[config.mk]
export PLATFORM = sky130hd
export DESIGN_NAME = led_breathing_pwm_core
export DESIGN_NICKNAME = d
export VERILOG_FILES = /design/src/design/lbp_pkg.sv /design/src/design/lbp_cfg_regs.sv /design/src/design/lbp_tick_engine.sv /design/src/design/led_breathing_pwm_core.sv
export SDC_FILE = /design/constraint.sdc
export NUM_CORES = 1
export LEC_CHECK = 0
export BUFFER_PORTS_ARGS = -buffer_cell sky130_fd_sc_hd__buf_2
export CAP_MARGIN = 15
export CORE_MARGIN = 2
export CORE_UTILIZATION = 56
export CTS_CLUSTER_DIAMETER = 40
export DETAILED_ROUTE_END_ITERATION = 6
export PLACE_DENSITY_LB_ADDON = 0.25
export SLEW_MARGIN = 20
export SYNTH_ARGS = -nofsm -noshare
export SYNTH_HDL_FRONTEND = slang
export SYNTH_SLANG_ARGS = --single-unit
[constraint.sdc]
create_clock -name clk -period 3.8 [get_ports clk]
set_input_delay 0.38 -clock clk [delete_from_list [all_inputs] [get_ports clk]]
set_output_delay 0.38 -clock clk [all_outputs]
set_load 0.01 [all_outputs]
[src/design/lbp_pkg.sv]
// Shared types, register indexes and reset values for the breathing-LED PWM core.
// Used by lbp_cfg_regs, lbp_tick_engine and led_breathing_pwm_core; no dependencies.
package lbp_pkg;

	// Input word: one tick
	typedef struct packed {
		logic operation;
		logic enable;
	} req_t;

	// Output word: pin level and duty after the tick
	typedef struct packed {
		logic       led_level;
		logic [7:0] duty_now;
	} rsp_t;

	// Configuration register file contents
	typedef struct packed {
		logic [7:0] pwm_top;
		logic [9:0] hold_off_end;
		logic [9:0] rise_end;
		logic [9:0] hold_on_end;
		logic [9:0] fall_end;
		logic [7:0] duty_max;
		logic [7:0] duty_full;
	} cfg_t;

	localparam int unsigned CFG_INDEX_W = 3;
	localparam int unsigned CFG_DATA_W  = 10;

	// Register indexes
	localparam logic [CFG_INDEX_W-1:0] REG_PWM_TOP      = 3'd0;
	localparam logic [CFG_INDEX_W-1:0] REG_HOLD_OFF_END = 3'd1;
	localparam logic [CFG_INDEX_W-1:0] REG_RISE_END     = 3'd2;
	localparam logic [CFG_INDEX_W-1:0] REG_HOLD_ON_END  = 3'd3;
	localparam logic [CFG_INDEX_W-1:0] REG_FALL_END     = 3'd4;
	localparam logic [CFG_INDEX_W-1:0] REG_DUTY_MAX     = 3'd5;
	localparam logic [CFG_INDEX_W-1:0] REG_DUTY_FULL    = 3'd6;

	// Register reset values
	localparam logic [7:0] RST_PWM_TOP      = 8'd100;
	localparam logic [9:0] RST_HOLD_OFF_END = 10'd10;
	localparam logic [9:0] RST_RISE_END     = 10'd200;
	localparam logic [9:0] RST_HOLD_ON_END  = 10'd210;
	localparam logic [9:0] RST_FALL_END     = 10'd410;
	localparam logic [7:0] RST_DUTY_MAX     = 8'd100;
	localparam logic [7:0] RST_DUTY_FULL    = 8'd101;

	// Tick kinds
	localparam logic OP_FAST = 1'b0;
	localparam logic OP_SLOW = 1'b1;

endpackage

[src/design/lbp_cfg_regs.sv]
// Configuration register file for the breathing-LED PWM core.
// Depends on lbp_pkg for the register indexes, reset values and cfg_t.
module lbp_cfg_regs (
	input  logic                            clk,
	input  logic                            arst_n,
	input  logic                            cfg_valid,
	output logic                            cfg_ready,
	input  logic [lbp_pkg::CFG_INDEX_W-1:0] cfg_index,
	input  logic [lbp_pkg::CFG_DATA_W-1:0]  cfg_data,
	output lbp_pkg::cfg_t                   cfg
);

	lbp_pkg::cfg_t cfg_q;

	// Always take a write
	assign cfg_ready = 1'b1;
	assign cfg       = cfg_q;

	// Store the written word; drop writes to unknown indexes
	always_ff @(posedge clk or negedge arst_n) begin
		if (!arst_n) begin
			cfg_q.pwm_top      <= lbp_pkg::RST_PWM_TOP;
			cfg_q.hold_off_end <= lbp_pkg::RST_HOLD_OFF_END;
			cfg_q.rise_end     <= lbp_pkg::RST_RISE_END;
			cfg_q.hold_on_end  <= lbp_pkg::RST_HOLD_ON_END;
			cfg_q.fall_end     <= lbp_pkg::RST_FALL_END;
			cfg_q.duty_max     <= lbp_pkg::RST_DUTY_MAX;
			cfg_q.duty_full    <= lbp_pkg::RST_DUTY_FULL;
		end else if (cfg_valid && cfg_ready) begin
			case (cfg_index)
				lbp_pkg::REG_PWM_TOP:      cfg_q.pwm_top      <= cfg_data[7:0];
				lbp_pkg::REG_HOLD_OFF_END: cfg_q.hold_off_end <= cfg_data[9:0];
				lbp_pkg::REG_RISE_END:     cfg_q.rise_end     <= cfg_data[9:0];
				lbp_pkg::REG_HOLD_ON_END:  cfg_q.hold_on_end  <= cfg_data[9:0];
				lbp_pkg::REG_FALL_END:     cfg_q.fall_end     <= cfg_data[9:0];
				lbp_pkg::REG_DUTY_MAX:     cfg_q.duty_max     <= cfg_data[7:0];
				lbp_pkg::REG_DUTY_FULL:    cfg_q.duty_full    <= cfg_data[7:0];
				default: begin
				end
			endcase
		end
	end

endmodule

[src/design/lbp_tick_engine.sv]
// Tick engine: input register, counter/duty state update and result register.
// Depends on lbp_pkg for req_t, rsp_t, cfg_t and the tick kinds.
module lbp_tick_engine (
	input  logic          clk,
	input  logic          arst_n,
	input  lbp_pkg::cfg_t cfg,
	input  logic          req_valid,
	output logic          req_ready,
	input  lbp_pkg::req_t req,
	output logic          rsp_valid,
	input  logic          rsp_ready,
	output lbp_pkg::rsp_t rsp
);

	logic          req_valid_s1;
	lbp_pkg::req_t req_s1;
	logic          rsp_valid_s2;
	lbp_pkg::rsp_t rsp_s2;

	logic [7:0] pwm_q;
	logic [9:0] phase_q;
	logic [7:0] duty_q;
	logic       pin_q;

	logic [7:0] pwm_nxt;
	logic [9:0] phase_nxt;
	logic [7:0] duty_nxt;
	logic       pin_nxt;
	logic [8:0]  pwm_inc;
	logic [10:0] phase_inc;
	logic        advance;

	// Move stage 1 into the result register when that register is free or drains
	assign advance   = req_valid_s1 && (!rsp_valid_s2 || rsp_ready);
	assign req_ready = !req_valid_s1 || advance;
	assign rsp_valid = rsp_valid_s2;
	assign rsp       = rsp_s2;

	// Compute the next counters, duty and pin from the word in stage 1
	always_comb begin
		pwm_nxt   = pwm_q;
		phase_nxt = phase_q;
		duty_nxt  = duty_q;
		pin_nxt   = pin_q;
		pwm_inc   = {1'b0, pwm_q} + 9'd1;
		phase_inc = {1'b0, phase_q} + 11'd1;
		if (!req_s1.enable) begin
			pin_nxt = 1'b1;
		end else if (req_s1.operation == lbp_pkg::OP_FAST) begin
			pin_nxt = (pwm_q >= duty_q);
			pwm_nxt = (pwm_inc > {1'b0, cfg.pwm_top}) ? 8'd0 : pwm_inc[7:0];
		end else begin
			if (phase_q < cfg.hold_off_end) begin
				duty_nxt = 8'd0;
			end else if (phase_q < cfg.rise_end) begin
				if (!phase_q[0] && (duty_q < cfg.duty_max)) begin
					duty_nxt = duty_q + 8'd1;
				end
			end else if (phase_q < cfg.hold_on_end) begin
				duty_nxt = cfg.duty_full;
			end else if (phase_q < cfg.fall_end) begin
				if (!phase_q[0] && (duty_q != 8'd0)) begin
					duty_nxt = duty_q - 8'd1;
				end
			end
			phase_nxt = (phase_inc > {1'b0, cfg.fall_end}) ? 10'd0 : phase_inc[9:0];
		end
	end

	// Hold control state: stage valids, counters, duty and pin latch
	always_ff @(posedge clk or negedge arst_n) begin
		if (!arst_n) begin
			req_valid_s1 <= 1'b0;
			rsp_valid_s2 <= 1'b0;
			pwm_q        <= 8'd0;
			phase_q      <= 10'd0;
			duty_q       <= 8'd0;
			pin_q        <= 1'b1;
		end else begin
			if (req_ready) begin
				req_valid_s1 <= req_valid;
			end
			if (advance) begin
				rsp_valid_s2 <= 1'b1;
				pwm_q        <= pwm_nxt;
				phase_q      <= phase_nxt;
				duty_q       <= duty_nxt;
				pin_q        <= pin_nxt;
			end else if (rsp_ready) begin
				rsp_valid_s2 <= 1'b0;
			end
		end
	end

	// Capture payloads
	always_ff @(posedge clk) begin
		if (req_valid && req_ready) begin
			req_s1 <= req;
		end
		if (advance) begin
			rsp_s2.led_level <= pin_nxt;
			rsp_s2.duty_now  <= duty_nxt;
		end
	end

`ifndef SYNTHESIS
	// A disabled tick reports a dark pin
	assert property (@(posedge clk) disable iff (!arst_n)
		advance && !req_s1.enable |=> rsp_s2.led_level)
		else $error("disabled tick did not report a dark pin");

	// A disabled tick leaves both counters and the duty alone
	assert property (@(posedge clk) disable iff (!arst_n)
		advance && !req_s1.enable |=> $stable(pwm_q) && $stable(phase_q) && $stable(duty_q))
		else $error("disabled tick changed state");

	// A fast tick never moves the duty or the phase
	assert property (@(posedge clk) disable iff (!arst_n)
		advance && (req_s1.operation == lbp_pkg::OP_FAST) |=> $stable(duty_q) && $stable(phase_q))
		else $error("fast tick changed duty or phase");

	// The reported duty tracks the duty register
	assert property (@(posedge clk) disable iff (!arst_n)
		rsp_valid_s2 |-> (rsp_s2.duty_now == duty_q))
		else $error("reported duty differs from duty state");

	// Input stalls only when both stages are full and the output is blocked
	assert property (@(posedge clk) disable iff (!arst_n)
		!req_ready |-> req_valid_s1 && rsp_valid_s2 && !rsp_ready)
		else $error("input stalled without a full pipeline");
`endif

endmodule

[src/design/led_breathing_pwm_core.sv]
// Breathing-LED PWM core, top level: configuration registers plus tick engine.
// Depends on lbp_pkg, lbp_cfg_regs and lbp_tick_engine.
//
// Each input word is one tick: a fast tick steps the PWM counter and sets the
// active-low pin (high while the counter is at or above the duty), a slow tick
// steps the phase counter through dark hold, rising ramp, full-on hold and
// falling ramp and shapes the duty. With enable low the state holds and the pin
// reads high. Every word yields one result word with the pin level and duty.
// The block takes one word per clock. An accepted word is held in the input
// register and passes through the combinational state update into the result
// register, from which its result word is offered. Input stalls only while both
// registers are full and the result is not taken. Registers are written through
// the cfg port and take effect on the next tick; write them only while the core
// is idle.
module led_breathing_pwm_core (
	input  logic                            clk,
	input  logic                            arst_n,
	input  logic                            req_valid,
	output logic                            req_ready,
	input  lbp_pkg::req_t                   req,
	output logic                            rsp_valid,
	input  logic                            rsp_ready,
	output lbp_pkg::rsp_t                   rsp,
	input  logic                            cfg_valid,
	output logic                            cfg_ready,
	input  logic [lbp_pkg::CFG_INDEX_W-1:0] cfg_index,
	input  logic [lbp_pkg::CFG_DATA_W-1:0]  cfg_data
);

	lbp_pkg::cfg_t cfg;

	// Register file
	lbp_cfg_regs u_cfg_regs (
		.clk       (clk),
		.arst_n    (arst_n),
		.cfg_valid (cfg_valid),
		.cfg_ready (cfg_ready),
		.cfg_index (cfg_index),
		.cfg_data  (cfg_data),
		.cfg       (cfg)
	);

	// Tick pipeline
	lbp_tick_engine u_tick_engine (
		.clk       (clk),
		.arst_n    (arst_n),
		.cfg       (cfg),
		.req_valid (req_valid),
		.req_ready (req_ready),
		.req       (req),
		.rsp_valid (rsp_valid),
		.rsp_ready (rsp_ready),
		.rsp       (rsp)
	);

endmodule
Word level (Yosys, flattened, before mapping) --
Cells that the tools add are included.
Storage, ports and cells: register bits after elaboration 104, bits in latches 0, memory bits (writable) 0, bits in read-only memories 0, bits of input ports 20, output and inout port bits 12, logic and storage cells 71, memories kept 0
Cells by class: $add $sub $neg 4, multiply operators 0, divide/modulo/power cells 0, magnitude comparators 8, equal/unequal tests 6, shift-type cells 0, multiplexer cells 14, bitwise operators 1, reductions and logical operators 21
Operator list (number):
- $mux 8 | 9
- $lt 10x10->1 | 4
- $reduce_and 2->1 | 7
- $add 10x1->11 const B | 1
- $gt 11x10->1 | 1
- $mux 10 | 1
- $add 8x1->9 const B | 1
- $eq 3x3->1 const B | 3
- $gt 9x8->1 | 1
- $add 8x1->8 const B | 1
- $ge 8x8->1 | 1
- $lt 8x8->1 | 1
- $reduce_bool 8->1 | 1
- $sub 8x1->8 const B | 1
- $eq 3x2->1 const B | 2
- $reduce_and 3->1 | 2
- $logic_and 1x1->1 | 4
- $mux 1 | 4
- $eq 3x1->1 const B | 1
- $logic_not 1->1 | 3
- $logic_not 3->1 | 1
- $logic_or 1x1->1 | 2
- $reduce_bool 2->1 | 1
- $not 1->1 | 1

Logic depth before layout (Yosys ltp) --
Gate-level depths: netlist (run 1).
depth after elaboration 9, mapped depth 14, gate-level depth less buffers 12

Cells and area by module --
A second synthesis (run 1) with hierarchy kept.
Unflattened totals: cell total of the unflattened synthesis 629, area, all modules 6725.2 µm²
By module, submodules not included:
- lbp_tick_engine | times used 1, cells each 487, area an instance 4229.1 µm², seq. area each 1057.3 µm²
- lbp_cfg_regs | times used 1, cells each 142, area an instance 2496.1 µm², seq. area each 1631.6 µm²

Worst setup path after synthesis (run 1) --
No wires, ideal clock.
path type register -> register, start reg u_tick_engine.phase_q[1], end reg u_tick_engine.phase_q[5], setup time 0.087 ns, data arrival time 2.871 ns, data required time 3.713 ns, slack 0.843 ns, cell stages (with the launch flop) 14, path buffers 1, clock period less this slack 2.957 ns, path through dfrtp_1 ha_1 nand3_1 nor2_1 and3_1 xor2_1 ha_1 a21o_1 a21o_1 a21o_1 a31oi_1 clkbuf_1 nand2_1 o211ai_1
On the way: word-level cells in the longest chain between the ends 3
Ends and longest elaborated chain:
- start: declaration | line lbp_tick_engine.sv:21 | logic [9:0] phase_q;
- start signal: assignment | line lbp_tick_engine.sv:86 | phase_q <= phase_nxt;
- $add 10x1->11 (*) | line lbp_tick_engine.sv:46 | phase_inc = {1'b0, phase_q} + 11'd1;
- $gt 11x10->1 | line lbp_tick_engine.sv:66 | phase_nxt = (phase_inc > {1'b0, cfg.fall_end}) ? 10'd0 : phase_inc[9:0];
- $mux 10 (*) | line lbp_tick_engine.sv:66
Every way passes the cells marked *; elsewhere a longest branch is shown, timed or not. A chain may end at the register's enable or synchronous reset.

Final worst setup path (run 1) --
start reg u_tick_engine.phase_q[1], end reg u_tick_engine.phase_q[6]
The elaborated chain is that of the path after synthesis.

==> key figures, run 1 <==
Synth
  • Cell count after synthesis: about 670
  • Post-synth EDFFs: 11
  • Mapped Area: 6548 um^2
  • Net Count, Synth: between 700 and 800
  • Synthesis-stage register bit count: 104
  • Avg Cell Area, Syn: roughly 9.8 um^2
  • Post-synthesis cell type count: 58
  • Synth warnings: 0
  • Post-synth ARST share: between 80% and 90%
  • Primary FF master, synth: dfrtp_1
  • Post-synthesis sequential area ratio: 41.07%

CTS
  • CTS Buffer Depth: 2
  • Post-CTS setup repair buffer count: 0
  • Sink Count: around 100
  • Num CTS Buffers: 9
  • Root Driver: clkbuf_16
  • Post_cts resized: 0
  • CTS tree: done
  • Skew-Pair Late Insertion Delay: 0.37 ns
  • Post-CTS Hold Fix Bufs: 0
  • Clock transition at the registers of the reported paths: 0.08 ns
  • H-Tree Level Count: 3

GRT
  • Vias in the first global route: 5208
  • Grt met3 use: 7.829%
  • Largest net degree at the start of global routing: 86
  • Total track usage: 28.71%
  • Initial antenna violation count: 0
  • M2 GR Usage: 43.29%
  • GRT met1 Usage: 40.81%
  • First-pass GRT wire length: 27960 um
  • Remaining Overflow, GRT: 0
  • Gr busiest metal: met2

Floorplanning
  • Die outline area: 12570 um^2
  • Num ports: 32
  • Core area: approximately 11000 um^2
  • Initial Util: approximately 57%
  • Die Wd: 112.1 um
  • Cell row count: 39
  • Chip height: ~110 um

STA
  • Fmax: slightly above 0.3 GHz
  • RSZ-0062 raised after global routing: false
  • Final setup vio count: 0
  • Slew Viols, Final: 0
  • Crit share post-route: 84.74%
  • Period minus WS final: 3.220 ns
  • Final TNS setup: 0 ns
  • Slew HR: 47.89%
  • Worst Skew: 0.01363 ns
  • Worst Tran Pin Value: 0.7775 ns
  • PnR worst setup slack: 0.5800 ns
  • Final hold vios: 0

Detailed routing
  • DR iter-0 viols: just over 400
  • Via count: between 5000 and 6000
  • Routed WL: 17150 um
  • Antenna Nets Post-Route: 0
  • Router iterations before antenna repair: 5
  • Avg WL per Cell: 20.23 um
  • DRC Markers: 0
  • DR vias/cell: 6.192

Layout
  • Multi-input logic area: 3528 um^2
  • Area Growth Syn to Fin: 9.440%
  • Share of cells above drive strength 1: 16.74%
  • Register area: 2689 um^2
  • Leading cell types in the layout, fill and taps excluded: 75 x ha_1, 68 x o21ai_0, 68 x dfrtp_1, 67 x inv_1, 67 x nand2_1
  • # nets final: 795
  • Most common cell after layout, fill and taps aside: ha_1
  • FILL cells: 975
  • N_diodes: 0

Place
  • Dpl hpwl: around 13000 um
  • IO buf count: 30
  • Worst slack, placed: 0.6937 ns
  • Gpl congestion: 0.9626

Hold path
  • Hold WC Path Type: primary input to async pin

Power
  • Worst VDD drop: 457.2 uV
  • Leak pwr: 3.308 nW
  • Pwr Density: 493.2 nW/um^2
  • Tot Pwr: 3.534 mW

Critical path
  • Worst Path Arrival: between 3 and 4 ns
  • CP endpoint kind: flip-flop
  • Worst r2r dst: u_tick_engine.phase_q[6]
  • Startpoint Class: flip-flop
  • Critical R2R Launch: u_tick_engine.phase_q[1]
  • R2R cell count: 13
  • Worst R2R Setup Slack: 0.58 ns
  • Critical path class: flip-flop to flip-flop
  • Crit Path Max Fanout: 12
  • Worst EP required: 4.08 ns

Flow run
  • Max_cap viols: 0

Outcome
  • Status: completed
synthesized netlist by cell type, types with 2 or more instances:
library cell	n	area (um^2)
ha_1	75	938.4
dfrtp_1	68	1702
o21ai_0	68	340.3
inv_1	67	251.5
nand2_1	67	251.5
mux2_2	30	337.8
nor2_1	26	97.59
dfstp_2	25	656.9
a21oi_1	17	85.08
nand3_1	17	85.08
nor3_1	16	80.08
clkbuf_1	14	52.55
a21o_1	12	90.09
a32o_1	12	120.1
o21a_1	12	90.09
edfxtp_1	11	330.3
nand2b_1	10	62.56
nand4_1	10	62.56
xnor2_1	10	87.58
xor2_1	8	70.07
o22ai_1	7	43.79
o211ai_1	6	45.04
a2111oi_0	5	43.79
a211o_1	5	43.79
a211oi_1	5	37.54
and3_1	5	31.28
a31oi_1	4	25.02
nand3b_1	4	30.03
nand4b_1	4	35.03
nor3b_1	4	30.03
or3_1	4	25.02
a22o_1	3	26.28
and2_1	3	18.77
nor2b_1	3	18.77
a2111oi_4	2	55.05
a221o_1	2	20.02
a32oi_1	2	17.52
and4_1	2	17.52
buf_2	2	10.01
buf_4	2	15.01
or2_2	2	12.51
or4_1	2	15.01
critical path, cell delays in order, from the launching register on:
cell	delay (ns)
dfrtp_1	0.50
ha_1	0.28
nand3_1	0.17
nor2_1	0.26
and3_1	0.23
xor2_1	0.21
ha_1	0.27
a21o_1	0.16
a21o_1	0.17
a21o_1	0.18
a31oi_1	0.19
buf_4	0.23
o21ai_0	0.10
a31oi_1	0.18
worst max-delay path by stage:
stage | start | end | slack [ns] | depth (start not counted)
after floorplan | u_tick_engine.phase_q[1] | u_tick_engine.phase_q[5] | 0.84 | 13
after global placement | u_tick_engine.phase_q[0] | u_tick_engine.phase_q[6] | 0.82 | 14
after detailed placement | u_tick_engine.phase_q[1] | u_tick_engine.phase_q[6] | 0.69 | 13
after CTS | u_tick_engine.phase_q[1] | u_tick_engine.phase_q[6] | 0.65 | 13
after global routing | u_tick_engine.phase_q[1] | u_tick_engine.phase_q[6] | 0.39 | 13
final | u_tick_engine.phase_q[1] | u_tick_engine.phase_q[6] | 0.58 | 13
layer usage:
layer  share of wire [%]  wire (um)  vias up
met3                 7.5       1293       29
met1                  46       7905     2546
met4                 2.0        349        0
met2                  44       7605      197
met5                   0          0        -
li1                    -          -     2479
through the flow:
stage | std cells | util (%) | hold WS [ns] | area (um^2)
6_report | 848 | 62.75 | 0.06282 | 7166
5_1_grt | 848 | 62.75 | 0.1242 | 7166
4_1_cts | 848 | 62.72 | 0.1850 | 7162
3_5_place_dp | 832 | 60.15 | 0.4874 | 6868
3_3_place_gp | 832 | 60.15 | 0.4747 | 6868
2_1_floorplan | 669 | - | 0.08441 | 6548
area by class of cell:
class / count / area share (%)
multi-input combinational: 479 / 49.24
clock buffer: 9 / 3.143
inverter: 67 / 3.510
timing repair buffer: 39 / 3.126
tap: 143 / 2.497
clock inverter: 7 / 0.9604
sequential: 104 / 37.52
report_power, final:
group          internal (mW)  switching (mW)
registers               1.36           0.142
logic                  0.476           0.614
clock network          0.467           0.475
total                   2.30            1.23
kinds of logic (layout without fill, tap and decap cells):
logic type / after synthesis / after routing / share of synthesized area, %
AO/OA/AOI/OAI: 172 / 172 / 17.85
XOR/XNOR: 18 / 18 / 2.408
adder cells (fa/ha/maj): 75 / 75 / 14.33
buffers and inverters: 86 / 122 / 5.198
flip-flops: 104 / 104 / 41.07
multiplexers: 31 / 31 / 5.312
other: 1 / 1 / 0.05727
AND/OR/NAND/NOR: 182 / 182 / 13.78
flip-flops by register name, summed over array words and instances (netlist names):
register	count
u_tick_engine.req_valid_s1	1
u_tick_engine.pin_q	1
u_tick_engine.rsp	9
u_tick_engine.rsp_valid	1
u_tick_engine.pwm_q	8
u_cfg_regs.cfg	64
u_tick_engine.duty_q	8
u_tick_engine.req_s1	2
u_tick_engine.phase_q	10
Power figures use the tool's default switching activity.
==> inputs of run 2 (changes only) <==
==> constraint.sdc (replaced) <==
create_clock -name clk -period 3.31 [get_ports clk]
set_input_delay 0.331 -clock clk [delete_from_list [all_inputs] [get_ports clk]]
set_output_delay 0.331 -clock clk [all_outputs]
set_load 0.01 [all_outputs]
==> run 2 against run 1 <==
Net effect:
- utilization up 1.4 points
- die area unchanged
- critical path type unchanged
- hold slack better by 0.074 ns
- combinational power up 17%
- clock skew down 0.0013 ns
- count of clock-buffer cells in the layout unchanged
==> key figures, run 2 (same netlist as run 1, synthesis figures left out) <==
Outcome
  • Status: completed

Detailed routing
  • DR iter-0 viols: 341 (-16%)
  • Avg WL per Cell: 19.58 um (-3.2%)
  • DRC Markers: 0 (unchanged)
  • Via count: 5215 (-0.69%)
  • Routed WL: 16940 um (-1.3%)
  • Antenna Nets Post-Route: 0 (unchanged)
  • DR vias/cell: 6.029 (-2.6%)
  • Router iterations before antenna repair: 5 (unchanged)

Floorplanning
  • Num ports: 32 (unchanged)
  • Core area: 11420 um^2 (unchanged)
  • Die outline area: 12570 um^2 (unchanged)
  • Initial Util: 57.34% (unchanged)
  • Cell row count: 39 (unchanged)
  • Chip height: 112.1 um (unchanged)
  • Die Wd: 112.1 um (unchanged)

Power
  • Combinational power share: 31.0% (+0.2 points)
  • Sequential fraction of design power: 41.6% (-0.9 points)
  • Pwr Density: 559.6 nW/um^2 (+13%)
  • Pint: 2.677 mW (+16%)
  • Clock share of power: 27.3% (+0.6 points)
  • Tot Pwr: 4.099 mW (+16%)
  • Switch share: 34.69% (-0.14 points)
  • Worst VDD drop: 621.1 uV (+36%)
  • Leak pwr: 3.399 nW (+2.8%)
  • Switching power: 1.422 mW (+16%)

Critical path
  • Critical path class: flip-flop to flip-flop
  • R2R cell count: 13 (unchanged)
  • Crit Path Max Fanout: 10 (-2)
  • CP endpoint kind: flip-flop
  • Startpoint Class: flip-flop
  • Worst Path Arrival: 3.38 ns (-0.12 ns)
  • Worst EP required: 3.60 ns (-0.48 ns)

Layout
  • Share of cells above drive strength 1: 18.84% (+2.1 points)
  • Util after Layout: 64.15% (+1.4 points)
  • Leading cell types in the layout, fill and taps excluded: 75 x ha_1, 67 x inv_1, 67 x nand2_1, 67 x o21ai_0, 67 x dfrtp_1
  • Most common cell after layout, fill and taps aside: ha_1
  • Post-Layout Inst Area: 7325 um^2 (+2.2%)
  • Area Growth Syn to Fin: 11.87%
  • # nets final: 812 (+2.1%)
  • Max reg flops: 64 (unchanged)
  • Fin cells: 865 (+2.0%)
  • N_diodes: 0 (unchanged)
  • FILL cells: 956 (-1.9%)

CTS
  • CTS tree: done
  • H-Tree Level Count: 3 (unchanged)
  • Root Driver: clkbuf_16
  • Skew-Pair Late Insertion Delay: 0.37 ns (about the same)
  • CTS Buffer Depth: 2 (unchanged)
  • Num CTS Buffers: 9 (unchanged)
  • Clock transition at the registers of the reported paths: 0.09 ns (about the same)
  • Sink Count: 104 (unchanged)

GRT
  • Vias in the first global route: 5128 (-1.5%)
  • Remaining Overflow, GRT: 0 (unchanged)
  • First-pass GRT wire length: 27480 um (-1.7%)
  • Largest net degree at the start of global routing: 34 (-60%)
  • Initial antenna violation count: 0 (unchanged)
  • Total track usage: 28.17% (-0.54 points)

STA
  • RSZ-0062 raised after global routing: false
  • PnR worst setup slack: 0.2202 ns (-0.3598 ns)
  • Slew Viols, Final: 0 (unchanged)
  • Fmax: 0.3236 GHz (+4.2%)
  • Period minus WS final: 3.090 ns (-0.1302 ns)
  • Final TNS setup: 0 ns (unchanged)
  • Worst Skew: 0.01234 ns (-0.001291 ns)
  • Crit share post-route: 93.35% (+8.6 points)
  • Final hold vios: 0 (unchanged)
  • Worst Tran Pin Value: 0.8389 ns (+0.06142 ns)
  • WHS: 0.1372 ns (+0.07437 ns)
  • Final setup vio count: 0 (unchanged)
  • Slew HR: 43.83% (-4.1 points)

Place
  • IO buf count: 30 (unchanged)
  • Worst slack, placed: 0.2304 ns (-0.4633 ns)
  • Gpl congestion: 0.9615 (-0.11%)
  • Dpl hpwl: 12860 um (-0.18%)
  • DP Area: 6988 um^2 (+1.7%)
  • # placed instances: 848 (+1.9%)

Flow run
  • Max_cap viols: 0 (unchanged)

Hold path
  • Min-Delay Path Depth: 1
  • Hold WC Path Type: primary input to flip-flop
==> run 2: path summary, 6_finish.rpt <==
path                                             from                  endpoint  slack (ns)
setup / recovery             u_tick_engine.phase_q[1]  u_tick_engine.phase_q[5]        0.22
hold / removal                                 req[1]   u_tick_engine.req_s1[1]        0.14
setup reg to reg             u_tick_engine.phase_q[1]  u_tick_engine.phase_q[5]        0.22
hold reg to reg            u_tick_engine.req_valid_s1   u_tick_engine.rsp_valid        0.51
max in group asynchronous                      arst_n        u_cfg_regs.cfg[23]        2.07
min in group asynchronous                      arst_n        u_cfg_regs.cfg[29]        0.44
==> run 2: per-layer routing <==
| metal | share of wire (%) | wire, um | GRT usage, % | vias to the layer above |
|---|---|---|---|---|
| li1 | - | - | - | 2517 |
| met1 | 47 | 8011 | 40.91 | 2519 |
| met2 | 42 | 7167 | 41.04 | 145 |
| met3 | 7.5 | 1268 | 8.207 | 34 |
| met4 | 2.9 | 488 | 8.618 | 0 |
| met5 | 0 | 0 | 0 | - |
==> run 2: worst max-delay path, cell delays in order, from the launching register on <==
cell and delay, ns:
dfrtp_2 0.45, ha_1 0.25, nand3_1 0.13, nor2_1 0.16
and3_1 0.21, xor2_1 0.24, ha_1 0.29, a21o_1 0.16
a21o_1 0.18, a21o_1 0.17, a31oi_1 0.27, buf_4 0.24
nand2_1 0.08, o211ai_1 0.16
==> run 2: layout make-up <==
type | count | area, um^2 | share of cell area [%]
clock inverters | 7 | 96.34 | 1.315
flip-flops and latches | 104 | 2690 | 36.73
inverters | 67 | 251.5 | 3.434
repair buffers | 56 | 350.3 | 4.783
multi-input cells | 479 | 3532 | 48.22
well taps | 143 | 178.9 | 2.443
clock buffers | 9 | 225.2 | 3.075
==> run 2: what timing repair did <==
item                                   CTS  global route
resized for setup                        0             3
buffers inserted                         0             0
hold buffers                             1             0
endpoints found under the hold margin   20             0
setup endpoints to repair                0             7
==> run 2: power groups by stage <==
stage / clock [mW] / sequential [mW] / combinational, mW
finish: 1.12 / 1.71 / 1.27
global route: 1.19 / 1.74 / 1.42
CTS: 1.15 / 1.71 / 1.26
detailed placement: 0 / 1.73 / 1.24
global placement: 0 / 1.72 / 1.21
floorplan: 0 / 1.70 / 0.882
==> inputs of run 3 (changes only) <==
--- a/config.mk
+++ b/config.mk
@@ -9,7 +9,7 @@
 export CAP_MARGIN = 15
 export CORE_MARGIN = 2
 export CORE_UTILIZATION = 56
-export CTS_CLUSTER_DIAMETER = 40
+export CTS_CLUSTER_DIAMETER = 200
 export DETAILED_ROUTE_END_ITERATION = 6
 export PLACE_DENSITY_LB_ADDON = 0.25
 export SLEW_MARGIN = 20
==> constraint.sdc (replaced) <==
create_clock -name clk -period 3.3 [get_ports clk]
set_input_delay 0.33 -clock clk [delete_from_list [all_inputs] [get_ports clk]]
set_output_delay 0.33 -clock clk [all_outputs]
set_load 0.01 [all_outputs]
==> run 3 against run 2 <==
Net effect:
- critical path depth stayed put
- clock skew is 0.0029 ns lower
- power rose by 0.41%
- largest power group unchanged
- die area unchanged
==> key figures, run 3 (same netlist as run 1, synthesis figures left out) <==
Outcome
  • Status: completed

Layout
  • Area Growth Syn to Fin: 11.58%
  • Most common cell after layout, fill and taps aside: ha_1
  • Leading cell types in the layout, fill and taps excluded: 75 x ha_1, 67 x inv_1, 67 x nand2_1, 67 x o21ai_0, 64 x dfrtp_1
  • Share of cells above drive strength 1: 18.94% (+0.10 points)
  • Fin cells: 861 (-0.46%)
  • Max reg flops: 64 (unchanged)
  • N_diodes: 0 (unchanged)
  • # nets final: 808 (-0.49%)
  • Post-Layout Inst Area: 7306 um^2 (-0.26%)

Place
  • Gpl congestion: 0.9397 (-2.3%)
  • # placed instances: 844 (-0.47%)
  • Dpl hpwl: 12950 um (+0.75%)
  • DP Area: 6970 um^2 (-0.25%)
  • IO buf count: 30 (unchanged)
  • Worst slack, placed: 0.1538 ns (-0.07657 ns)

Critical path
  • Top cell by count, worst path: a21o_1
  • Slowest-stage cell, CP: dfrtp_1
  • CP cell instances: ha_1, nand3_1, nor2_2, and3_1, xor2_1, ha_1, a21o_1, a21o_1, a21o_1, a31oi_1, buf_4, nand2_1, o211ai_1
  • Worst Path Arrival: 3.36 ns (-0.02 ns)
  • CP endpoint kind: flip-flop
  • Max incr delay on CP: 0.45 ns (about the same)
  • Startpoint Class: flip-flop
  • Crit Path Max Fanout: 8 (-2)
  • Critical path class: flip-flop to flip-flop
  • Worst EP required: 3.59 ns (about the same)

CTS
  • Num CTS Buffers: 9 (unchanged)
  • Root Driver: clkbuf_16
  • Skew-Pair Late Insertion Delay: 0.37 ns (about the same)
  • CTS Buffer Depth: 2 (unchanged)
  • Sink Count: 104 (unchanged)
  • Clock transition at the registers of the reported paths: 0.08 ns (about the same)
  • H-Tree Level Count: 3 (unchanged)
  • CTS tree: done

Hold path
  • Hold WC Path Type: primary input to flip-flop

STA
  • Worst Skew: 0.009488 ns (-0.002855 ns)
  • Crit share post-route: 93.23% (-0.11 points)
  • Slew Viols, Final: 0 (unchanged)
  • WHS: 0.1421 ns (+0.004900 ns)
  • PnR worst setup slack: 0.2233 ns (+0.003122 ns)
  • Final hold vios: 0 (unchanged)
  • Slew HR: 39.88% (-3.9 points)
  • Worst Tran Pin Value: 0.8979 ns (+0.05894 ns)
  • Period minus WS final: 3.077 ns (-0.01312 ns)
  • Final TNS setup: 0 ns (unchanged)
  • Fmax: 0.3250 GHz (+0.43%)
  • RSZ-0062 raised after global routing: false
  • Final setup vio count: 0 (unchanged)

Detailed routing
  • Router iterations before antenna repair: 7 (+2)
  • Antenna Nets Post-Route: 0 (unchanged)
  • Routed WL: 17200 um (+1.6%)
  • Avg WL per Cell: 19.97 um (+2.0%)
  • DR iter-0 viols: 410 (+20%)
  • Via count: 5280 (+1.2%)
  • DRC Markers: 0 (unchanged)
  • DR vias/cell: 6.132 (+1.7%)

GRT
  • Total track usage: 28.75% (+0.58 points)
  • Largest net degree at the start of global routing: 49 (+44%)
  • Remaining Overflow, GRT: 0 (unchanged)
  • Initial antenna violation count: 0 (unchanged)
  • Vias in the first global route: 5227 (+1.9%)
  • First-pass GRT wire length: 28080 um (+2.2%)

Power
  • Worst VDD drop: 558.4 uV (-10%)
  • Leak pwr: 3.378 nW (-0.62%)
  • Pwr Density: 563.3 nW/um^2 (+0.67%)

Floorplanning
  • Chip height: 112.1 um (unchanged)
  • Num ports: 32 (unchanged)
  • Initial Util: 57.34% (unchanged)
  • Die Wd: 112.1 um (unchanged)
  • Core area: 11420 um^2 (unchanged)
  • Cell row count: 39 (unchanged)
  • Die outline area: 12570 um^2 (unchanged)

Flow run
  • Max_cap viols: 0 (unchanged)
-- run 3: layout make-up --
| class | instances | area [um^2] |
|---|---|---|
| Fill cell | 968 | 4113 |
| Sequential cell | 104 | 2694 |
| Clock inverter | 6 | 72.57 |
| Timing Repair Buffer | 52 | 332.8 |
| Clock buffer | 10 | 239.0 |
| Tap cell | 143 | 178.9 |
| Multi-Input combinational cell | 479 | 3537 |
| Inverter | 67 | 251.5 |
-- run 3: metrics by stage --
step	total power [mW]	utilization [%]
global placement	2.919	61.05
CTS	4.122	63.86
global route	4.380	63.98
floorplan	2.585	-
finish	4.116	63.98
detailed placement	2.971	61.05
-- run 3: repair_timing --
item                       CTS  global route
hold endpoints to repair    16             0
setup endpoints to repair    0            11
setup buffers                0             0
hold buffers                 1             0
resized for setup            0             9
-- run 3: path summary, 6_finish.rpt --
check	from	end	slack [ns]	depth (start not counted)
min reg2reg	u_cfg_regs.cfg[11]	u_cfg_regs.cfg[11]	0.51	1
min in group asynchronous	arst_n	u_cfg_regs.cfg[41]	0.51	2
max reg2reg	u_tick_engine.phase_q[0]	u_tick_engine.phase_q[5]	0.22	13
max	u_tick_engine.phase_q[0]	u_tick_engine.phase_q[5]	0.22	13
max in group asynchronous	arst_n	u_tick_engine.pin_q	2.05	3
min	req[1]	u_tick_engine.req_s1[1]	0.14	1
-- run 3: per-layer routing --
metal,vias to the layer above,routed length (um),global-route usage (%)
met4,0,301,7.561
met2,170,7815,43.98
li1,2502,-,-
met3,25,1105,6.695
met5,-,0,0
met1,2583,7975,41.58
-- run 3: critical path: cells and delay by family (launching register included) --
kind                     cells  cell delay, ns
flip-flops                   1            0.45
XOR/XNOR                     1            0.22
adder cells (fa/ha/maj)      2            0.55
AO/OA/AOI/OAI                5            0.89
buffers and inverters        1            0.22
AND/OR/NAND/NOR              4            0.67
-- run 3: where the power goes --
group          switching, mW  internal [mW]  leakage, nW
logic                  0.685          0.558         2.00
registers              0.165           1.57         1.22
clock network          0.518          0.620        0.155
total                   1.37           2.75         3.38
